--- config.mk ---
export PLATFORM = sky130hd
export DESIGN_NAME = humidity_sensor_poll_controller
export DESIGN_NICKNAME = d
export VERILOG_FILES = /design/src/sv/hspc_pkg.sv /design/src/sv/hspc_scale.sv /design/src/sv/humidity_sensor_poll_controller.sv
export SDC_FILE = /design/constraint.sdc
export NUM_CORES = 1
export LEC_CHECK = 0
export BUFFER_PORTS_ARGS = -buffer_cell sky130_fd_sc_hd__buf_2
export CORE_ASPECT_RATIO = 0.5
export CORE_MARGIN = 4
export CORE_UTILIZATION = 62
export CTS_BUF_LIST = sky130_fd_sc_hd__clkbuf_4 sky130_fd_sc_hd__clkbuf_8
export DETAILED_ROUTE_END_ITERATION = 6
export MAX_ROUTING_LAYER = met4
export PLACE_DENSITY = 0.95
export SYNTH_ARGS = -nofsm -noshare
export SYNTH_HDL_FRONTEND = slang
export SYNTH_SLANG_ARGS = --single-unit
export TNS_END_PERCENT = 5
--- constraint.sdc ---
create_clock -name clk -period 12.1 [get_ports clk]
set_input_delay 0.605 -clock clk [delete_from_list [all_inputs] [get_ports clk]]
set_output_delay 0.605 -clock clk [all_outputs]
set_load 0.02 [all_outputs]
--- src/sv/hspc_pkg.sv ---
`default_nettype none
package hspc_pkg;

	// item codes
	localparam logic [1:0] FUNC_TICK         = 2'd0;
	localparam logic [1:0] FUNC_MEASURE_DONE = 2'd1;
	localparam logic [1:0] FUNC_READ_DONE    = 2'd2;

	// bus operation codes
	localparam logic [1:0] REQ_NONE    = 2'd0;
	localparam logic [1:0] REQ_MEASURE = 2'd1;
	localparam logic [1:0] REQ_READ    = 2'd2;

	// register indexes
	localparam logic [1:0] REG_RETRY_DELAY   = 2'd0;
	localparam logic [1:0] REG_MEASURE_DELAY = 2'd1;
	localparam logic [1:0] REG_WAIT_DELAY    = 2'd2;
	localparam logic [1:0] REG_RETRY_LIMIT   = 2'd3;

	localparam logic [15:0] RETRY_DELAY_RST   = 16'd100;
	localparam logic [15:0] MEASURE_DELAY_RST = 16'd50;
	localparam logic [15:0] WAIT_DELAY_RST    = 16'd1000;
	localparam logic [7:0]  RETRY_LIMIT_RST   = 8'd3;

	localparam int RAW_W = 14;
	localparam logic [RAW_W-1:0] FIELD_MAX = 14'h3fff;
	localparam logic [1:0] STATUS_FIRST  = 2'd0;
	localparam logic [1:0] STATUS_SECOND = 2'd1;
	localparam logic [7:0] FAIL_MAX = 8'hff;

	localparam logic [23:0] HUM_SCALE  = 24'd1000;
	localparam logic [24:0] TEMP_SCALE = 25'd1650;
	localparam logic [11:0] TEMP_OFFSET = 12'd400;

	typedef struct packed {
		logic [1:0]  func;
		logic        bus_status;
		logic [31:0] first_frame;
		logic [31:0] second_frame;
	} in_t;

	typedef struct packed {
		logic [1:0]         request;
		logic               new_reading;
		logic               reading_valid;
		logic [9:0]         humidity_tenths;
		logic signed [11:0] temperature_tenths;
	} out_t;

	typedef struct packed {
		logic             valid;
		logic [RAW_W-1:0] hum_raw;
		logic [RAW_W-1:0] temp_raw;
	} reading_t;

endpackage
`default_nettype wire

--- src/sv/hspc_scale.sv ---
`default_nettype none
module hspc_scale (
	input  hspc_pkg::reading_t  reading,
	output logic [9:0]          humidity_tenths,
	output logic signed [11:0]  temperature_tenths
);
	import hspc_pkg::*;

	// divide by 2^14-1: quotient estimate from the high bits, one correction
	logic [23:0] hum_prod;
	logic [9:0]  hum_q0;
	logic [14:0] hum_r0;
	logic [9:0]  hum_q;
	logic [24:0] temp_prod;
	logic [10:0] temp_q0;
	logic [14:0] temp_r0;
	logic [10:0] temp_q;

	assign hum_prod = 24'(reading.hum_raw) * HUM_SCALE;
	assign hum_q0   = hum_prod[23:14];
	assign hum_r0   = 15'(hum_prod[13:0]) + 15'(hum_q0);
	assign hum_q    = hum_q0 + 10'(hum_r0 >= 15'(FIELD_MAX));

	assign temp_prod = 25'(reading.temp_raw) * TEMP_SCALE;
	assign temp_q0   = temp_prod[24:14];
	assign temp_r0   = 15'(temp_prod[13:0]) + 15'(temp_q0);
	assign temp_q    = temp_q0 + 11'(temp_r0 >= 15'(FIELD_MAX));

	always_comb begin
		if (reading.valid) begin
			humidity_tenths    = hum_q;
			temperature_tenths = signed'({1'b0, temp_q} - TEMP_OFFSET);
		end else begin
			humidity_tenths    = '0;
			temperature_tenths = '0;
		end
	end

endmodule
`default_nettype wire

--- src/sv/humidity_sensor_poll_controller.sv ---
// pipeline: a request is held in the input register, then its result in the
// output register, which keeps the input open while its result is being taken
// throughput: one request per cycle while out_ready is high, set by the single
// update stage that both reads and writes the poll state
// reset: arst_n clears the poll state, the stored reading and both pipeline
// valids, and loads the delay and limit registers with their defaults
`default_nettype none
module humidity_sensor_poll_controller (
	input  logic               clk,
	input  logic               arst_n,
	// request channel
	input  logic               in_valid,
	output logic               in_ready,
	input  hspc_pkg::in_t      in_data,
	// result channel
	output logic               out_valid,
	input  logic               out_ready,
	output hspc_pkg::out_t     out_data,
	// register port
	input  logic               psel,
	input  logic               penable,
	input  logic               pwrite,
	input  logic [3:0]         paddr,
	input  logic [31:0]        pwdata,
	output logic [31:0]        prdata,
	output logic               pready
);
	import hspc_pkg::*;

	// configuration registers
	logic [15:0] retry_delay_q;
	logic [15:0] measure_delay_q;
	logic [15:0] wait_delay_q;
	logic [7:0]  retry_limit_q;

	// poll state
	logic [15:0]      countdown_q;
	logic             read_next_q;
	logic             pending_q;
	logic             valid_flag_q;
	logic [7:0]       failure_count_q;
	logic [RAW_W-1:0] hum_raw_q;
	logic [RAW_W-1:0] temp_raw_q;

	// pipeline registers
	logic  valid_s1;
	in_t   in_s1;
	logic  out_valid_s2;
	out_t  out_s2;

	// next state from the request in stage 1
	logic [15:0]      countdown_c;
	logic [15:0]      countdown_dec;
	logic             read_next_c;
	logic             pending_c;
	logic             valid_flag_c;
	logic [7:0]       failure_count_c;
	logic [RAW_W-1:0] hum_raw_c;
	logic [RAW_W-1:0] temp_raw_c;
	logic [1:0]       req_c;
	logic             fresh_c;
	logic             retry_c;
	logic             check_ok;
	reading_t         reading_c;
	logic [9:0]       hum_tenths_c;
	logic signed [11:0] temp_tenths_c;
	out_t             result_c;

	logic advance;
	logic cfg_write;

	// ---------------------------------------------------------------
	// register port, zero wait states
	// ---------------------------------------------------------------
	assign pready    = 1'b1;
	assign cfg_write = psel && penable && pwrite && pready;

	always_ff @(posedge clk or negedge arst_n) begin
		if (!arst_n) begin
			retry_delay_q   <= RETRY_DELAY_RST;
			measure_delay_q <= MEASURE_DELAY_RST;
			wait_delay_q    <= WAIT_DELAY_RST;
			retry_limit_q   <= RETRY_LIMIT_RST;
		end else if (cfg_write) begin
			unique case (paddr[3:2])
				REG_RETRY_DELAY:   retry_delay_q   <= pwdata[15:0];
				REG_MEASURE_DELAY: measure_delay_q <= pwdata[15:0];
				REG_WAIT_DELAY:    wait_delay_q    <= pwdata[15:0];
				REG_RETRY_LIMIT:   retry_limit_q   <= pwdata[7:0];
				default: ;
			endcase
		end
	end

	always_comb begin
		unique case (paddr[3:2])
			REG_RETRY_DELAY:   prdata = 32'(retry_delay_q);
			REG_MEASURE_DELAY: prdata = 32'(measure_delay_q);
			REG_WAIT_DELAY:    prdata = 32'(wait_delay_q);
			REG_RETRY_LIMIT:   prdata = 32'(retry_limit_q);
			default:           prdata = '0;
		endcase
	end

	// ---------------------------------------------------------------
	// handshake: stage 1 moves on when the output register is free
	// or its result is being taken in the same cycle
	// ---------------------------------------------------------------
	assign advance  = valid_s1 && (!out_valid_s2 || out_ready);
	assign in_ready = !valid_s1 || advance;

	always_ff @(posedge clk or negedge arst_n) begin
		if (!arst_n) begin
			valid_s1 <= 1'b0;
		end else if (in_ready) begin
			valid_s1 <= in_valid;
		end
	end

	// payload needs no reset
	always_ff @(posedge clk) begin
		if (in_ready && in_valid) begin
			in_s1 <= in_data;
		end
	end

	// ---------------------------------------------------------------
	// frame check: status 0 then 1, and both frames carry the same
	// humidity and temperature fields
	// ---------------------------------------------------------------
	assign check_ok = (in_s1.first_frame[31:30] == STATUS_FIRST)
		&& (in_s1.second_frame[31:30] == STATUS_SECOND)
		&& (in_s1.second_frame[29:16] == in_s1.first_frame[29:16])
		&& (in_s1.second_frame[15:2] == in_s1.first_frame[15:2]);

	// a tick only counts down while the countdown is nonzero
	assign countdown_dec = (countdown_q != 16'd0) ? countdown_q - 16'd1 : countdown_q;

	always_comb begin
		countdown_c     = countdown_q;
		read_next_c     = read_next_q;
		pending_c       = pending_q;
		valid_flag_c    = valid_flag_q;
		failure_count_c = failure_count_q;
		hum_raw_c       = hum_raw_q;
		temp_raw_c      = temp_raw_q;
		req_c           = REQ_NONE;
		fresh_c         = 1'b0;
		retry_c         = 1'b0;

		unique case (in_s1.func)
			FUNC_TICK: begin
				countdown_c = countdown_dec;
				// timer ran out and no bus operation outstanding
				if (countdown_dec == 16'd0 && !pending_q) begin
					req_c     = read_next_q ? REQ_READ : REQ_MEASURE;
					pending_c = 1'b1;
				end
			end
			FUNC_MEASURE_DONE: begin
				// stray completions are ignored
				if (pending_q && !read_next_q) begin
					if (in_s1.bus_status) begin
						retry_c = 1'b1;
					end else begin
						read_next_c = 1'b1;
						pending_c   = 1'b0;
						countdown_c = measure_delay_q;
					end
				end
			end
			FUNC_READ_DONE: begin
				if (pending_q && read_next_q) begin
					if (in_s1.bus_status) begin
						retry_c = 1'b1;
					end else begin
						// first frame fields are kept even when the check fails
						hum_raw_c  = in_s1.first_frame[29:16];
						temp_raw_c = in_s1.first_frame[15:2];
						if (!check_ok) begin
							retry_c = 1'b1;
						end else begin
							valid_flag_c    = 1'b1;
							failure_count_c = '0;
							read_next_c     = 1'b0;
							pending_c       = 1'b0;
							countdown_c     = wait_delay_q;
							fresh_c         = 1'b1;
						end
					end
				end
			end
			default: ;
		endcase

		// retry path: back off, restart with the measure command and
		// count the failure against a valid reading
		if (retry_c) begin
			countdown_c = retry_delay_q;
			read_next_c = 1'b0;
			pending_c   = 1'b0;
			if (valid_flag_q) begin
				if (failure_count_q >= retry_limit_q) begin
					valid_flag_c = 1'b0;
				end
				if (failure_count_q != FAIL_MAX) begin
					failure_count_c = failure_count_q + 8'd1;
				end
			end
		end
	end

	// conversion to tenths from the reading as it stands after this request
	assign reading_c.valid    = valid_flag_c;
	assign reading_c.hum_raw  = hum_raw_c;
	assign reading_c.temp_raw = temp_raw_c;

	hspc_scale u_scale (
		.reading            (reading_c),
		.humidity_tenths    (hum_tenths_c),
		.temperature_tenths (temp_tenths_c)
	);

	assign result_c.request            = req_c;
	assign result_c.new_reading        = fresh_c;
	assign result_c.reading_valid      = valid_flag_c;
	assign result_c.humidity_tenths    = hum_tenths_c;
	assign result_c.temperature_tenths = temp_tenths_c;

	// ---------------------------------------------------------------
	// state update, one request per advance
	// ---------------------------------------------------------------
	always_ff @(posedge clk or negedge arst_n) begin
		if (!arst_n) begin
			countdown_q     <= '0;
			read_next_q     <= 1'b0;
			pending_q       <= 1'b0;
			valid_flag_q    <= 1'b0;
			failure_count_q <= '0;
			hum_raw_q       <= '0;
			temp_raw_q      <= '0;
		end else if (advance) begin
			countdown_q     <= countdown_c;
			read_next_q     <= read_next_c;
			pending_q       <= pending_c;
			valid_flag_q    <= valid_flag_c;
			failure_count_q <= failure_count_c;
			hum_raw_q       <= hum_raw_c;
			temp_raw_q      <= temp_raw_c;
		end
	end

	// ---------------------------------------------------------------
	// output register
	// ---------------------------------------------------------------
	always_ff @(posedge clk or negedge arst_n) begin
		if (!arst_n) begin
			out_valid_s2 <= 1'b0;
		end else if (advance) begin
			out_valid_s2 <= 1'b1;
		end else if (out_ready) begin
			out_valid_s2 <= 1'b0;
		end
	end

	always_ff @(posedge clk) begin
		if (advance) begin
			out_s2 <= result_c;
		end
	end

	assign out_valid = out_valid_s2;
	assign out_data  = out_s2;

`ifndef SYNTH
	// a completed reading is always reported as valid
	a_fresh_is_valid: assert property (@(posedge clk) disable iff (!arst_n)
		out_valid_s2 && out_s2.new_reading |-> out_s2.reading_valid)
		else $error("new reading reported without valid flag");

	// a fresh reading leaves the failure count cleared
	a_fresh_clears_fail: assert property (@(posedge clk) disable iff (!arst_n)
		out_valid_s2 && out_s2.new_reading |-> failure_count_q == 8'd0)
		else $error("failure count not cleared by fresh reading");

	// any bus operation issued leaves a pending operation behind
	a_req_sets_pending: assert property (@(posedge clk) disable iff (!arst_n)
		advance && req_c != REQ_NONE |=> pending_q)
		else $error("bus operation issued without pending mark");

	// an invalid reading reads as zero
	a_invalid_zero: assert property (@(posedge clk) disable iff (!arst_n)
		out_valid_s2 && !out_s2.reading_valid |->
		out_s2.humidity_tenths == 10'd0 && out_s2.temperature_tenths == 12'sd0)
		else $error("invalid reading not zeroed");
`endif

endmodule
`default_nettype wire

==> impl_metrics.yaml <==
status:
  run_status: "finished clean"
layout:
  layout-drive-gt1-share_pct: 19.02
  postLayoutCoreUtil_pct: 69.77
  multi_input_area_um2: 9833
  syn2layout_area_growth_pct: 9.712
  fillers: 1708
  fin_nets: 2030
  seq_area_um2: 5518
sta:
  slew_viol_final: 0
  max_freq_mhz: 89.34
  hold_ws_ns: 0.08708
  hold_viol: 0
  fin_setup_tns_ns: 0
  worst_slack_ns: 0.9068
  slew_headroom_pct: 28.30
  fin_worst_skew_ns: 0.04056
  min_period_ns: 11.19
  setup_viol_count_final: 0
  rsz0062_at_grt: "false"
  worst_pin_slew_ns: 1.062
  fin_crit_sh_pct: 92.51
clock_tree:
  clockBufferDepth: 3
  hold_buffers: 0
  clock-root-buffer: "clkbuf_8"
  clock-sinks: 202
  cts_resized: 0
  cts_tree: "done"
  postCtsSetupBuffers: 0
  insertion_delay_ns: 0.59
  clkTransAtPathRegs_ns: 0.08
  cts_buffers: 30
  ctsHtreeMaxLevel: 1
yosys:
  synth_ff_type: "dfrtp_1"
  synthTopCellsByArea: "edfxtp_1 (17%), dfrtp_1 (15%), ha_1 (13%), fa_1 (11%), mux2_2 (4.7%)"
  synth.avg_cell_area_um2: 10.46
  synth_area_um2: 16180
  ys_warn_count: 0
  yosysTopAreaCellShare_pct: 16.52
  synthesis.instances: 1547
  ys_types: 92
  ys_ff_latch: 202
  yosysSeqAreaShare_pct: 34.10
  synthTopCellsByCount: "ha_1 (163), inv_1 (149), nand2_1 (143), dfrtp_1 (99), edfxtp_1 (89)"
  async_reset_ff_share_pct: 55.94
  synth_most_common_cell: "ha_1"
  synth_edf_count: 89
  synth_top_area_cell: "edfxtp_1"
critical_path:
  cp_common_cell: "inv_1"
  end_kind: "flop"
  cp-start-kind: "flop"
  critical_path_required_ns: 12.40
  arrival_ns: 11.50
  slowest_stage: "or4b_2"
  slowest_delay_ns: 0.63
  worst-r2r-setup-slack_ns: 0.91
  crit_type: "reg -> reg"
  timing.rr.start: "in_s1[65]"
  r2r-end: "out_data[10]"
  reg2reg_depth: 44
  worst-path-max-fanout: 29
route:
  first_iter_violations: 1253
  avgRoutedWirePerCell_um: 19.62
  drt-pass1-iter-count: 5
  drc: 0
  drt-total-wl_um: 40010
  num_vias: 12670
  vias_per_cell: 6.214
  ant_nets: 0
floorplanning:
  die_area_um2: 28900
  rows: 41
  coreArea_um2: 25440
  fp.dieH_um: 122.2
  die-width_um: 236.5
  io_pins: 171
  initial_core_util_pct: 63.60
global_route:
  grt_pass1_vias: 12690
  grt-ovfl-total: 0
  antenna_found_initial: 1
  grt_pass1_wl_um: 64290
  grt_start_max_net_pins: 66
  grt_use_total_pct: 28.11
placement:
  numPortBuffers: 131
  routabilityCongestion: 0.9341
  pre_cts_ws_ns: 1.241
  dp_hpwl_um: 29610
worst_hold_path:
  hold_class: "in -> async"
flow_run:
  drv_cap: 0
## final cells by class
| class | instances | share of cell area, % |
|---|---|---|
| clock inverter | 6 | 0.3947 |
| clock buffer | 48 | 3.298 |
| sequential | 202 | 31.08 |
| multi-input combinational | 1143 | 55.39 |
| timing repair buffer | 142 | 4.172 |
| antenna | 2 | 0.02819 |
| tap | 344 | 2.424 |
| inverter | 152 | 3.214 |
## cell families after synthesis
family,Yosys count,synth area share [%]
XOR/XNOR,85,4.817
flip-flops,202,34.10
other,2,0.04641
AO/OA/AOI/OAI,296,12.61
buffers and inverters,217,5.575
adder cells (fa/ha/maj),250,23.30
multiplexers,98,7.222
AND/OR/NAND/NOR,397,12.33
## layer usage
layer  wire (um)  global-route usage [%]  part of all wire (%)
met1       15420                   34.35                    39
met2       20410                   49.46                    51
met3        2681                   3.098                   6.7
met4        1496                   10.13                   3.7
met5           0                       -                     0
## state kept, by name (all words and copies together), names as in the netlist, 8 cells and up
name,flops
hum_raw_q,14
in_s1,63
countdown_q,16
wait_delay_q,16
out_data,26
temp_raw_q,14
retry_delay_q,16
retry_limit_q,8
measure_delay_q,16
failure_count_q,8
## how the worst max path moves through the flow
stage / from / endpoint / cells after the start
global placement: in_s1[65] / out_data[10] / 44
floorplan: in_s1[65] / out_data[10] / 46
finish: in_s1[65] / out_data[10] / 44
CTS: in_s1[65] / out_data[10] / 44
global route: in_s1[65] / out_data[10] / 44
detailed placement: in_s1[65] / out_data[10] / 44
## critical path, delay by kind of cell, from the launching register on
family	cells	cell delay (ns)
buf+inv	9	1.11
flops	1	0.39
fa+ha+maj	9	3.63
compound gates	12	2.07
simple gates	10	2.48
xor+xnor	3	0.78
mux	1	0.42
## per-stage QoR
| step | cell area [um^2] | instances |
|---|---|---|
| after global placement | 17090 | 1983 |
| after detailed placement | 17090 | 1983 |
| final | 17750 | 2039 |
| after floorplan | 16240 | 1562 |
| after global routing | 17750 | 2038 |
| after CTS | 17750 | 2037 |
## placed cells by master (no fill, tap or decap), types with 9 or more instances in the layout
| cell | instances |
|---|---|
| nor4_1 | 13 |
| mux2i_1 | 22 |
| nand3_1 | 20 |
| clkbuf_8 | 36 |
| nor3_1 | 25 |
| nor2_1 | 74 |
| and3_1 | 9 |
| a21oi_1 | 60 |
| mux2_2 | 67 |
| buf_4 | 12 |
| conb_1 | 17 |
| dfstp_2 | 14 |
| a22oi_1 | 14 |
| buf_2 | 130 |
| a21o_1 | 22 |
| nand2b_1 | 19 |
| dfrtp_1 | 99 |
| and2_1 | 10 |
| inv_1 | 149 |
| o22ai_1 | 11 |
| ha_1 | 163 |
| edfxtp_1 | 89 |
| o21ai_0 | 77 |
| nand4_1 | 13 |
| clkbuf_4 | 12 |
| nor2b_1 | 19 |
| xnor2_1 | 35 |
| nand2_1 | 143 |
| fa_1 | 86 |
| xor2_1 | 47 |
Power is left out: the tool's default activity adds up to more than one toggle a clock period on the data nets, which glitch-free logic cannot reach.
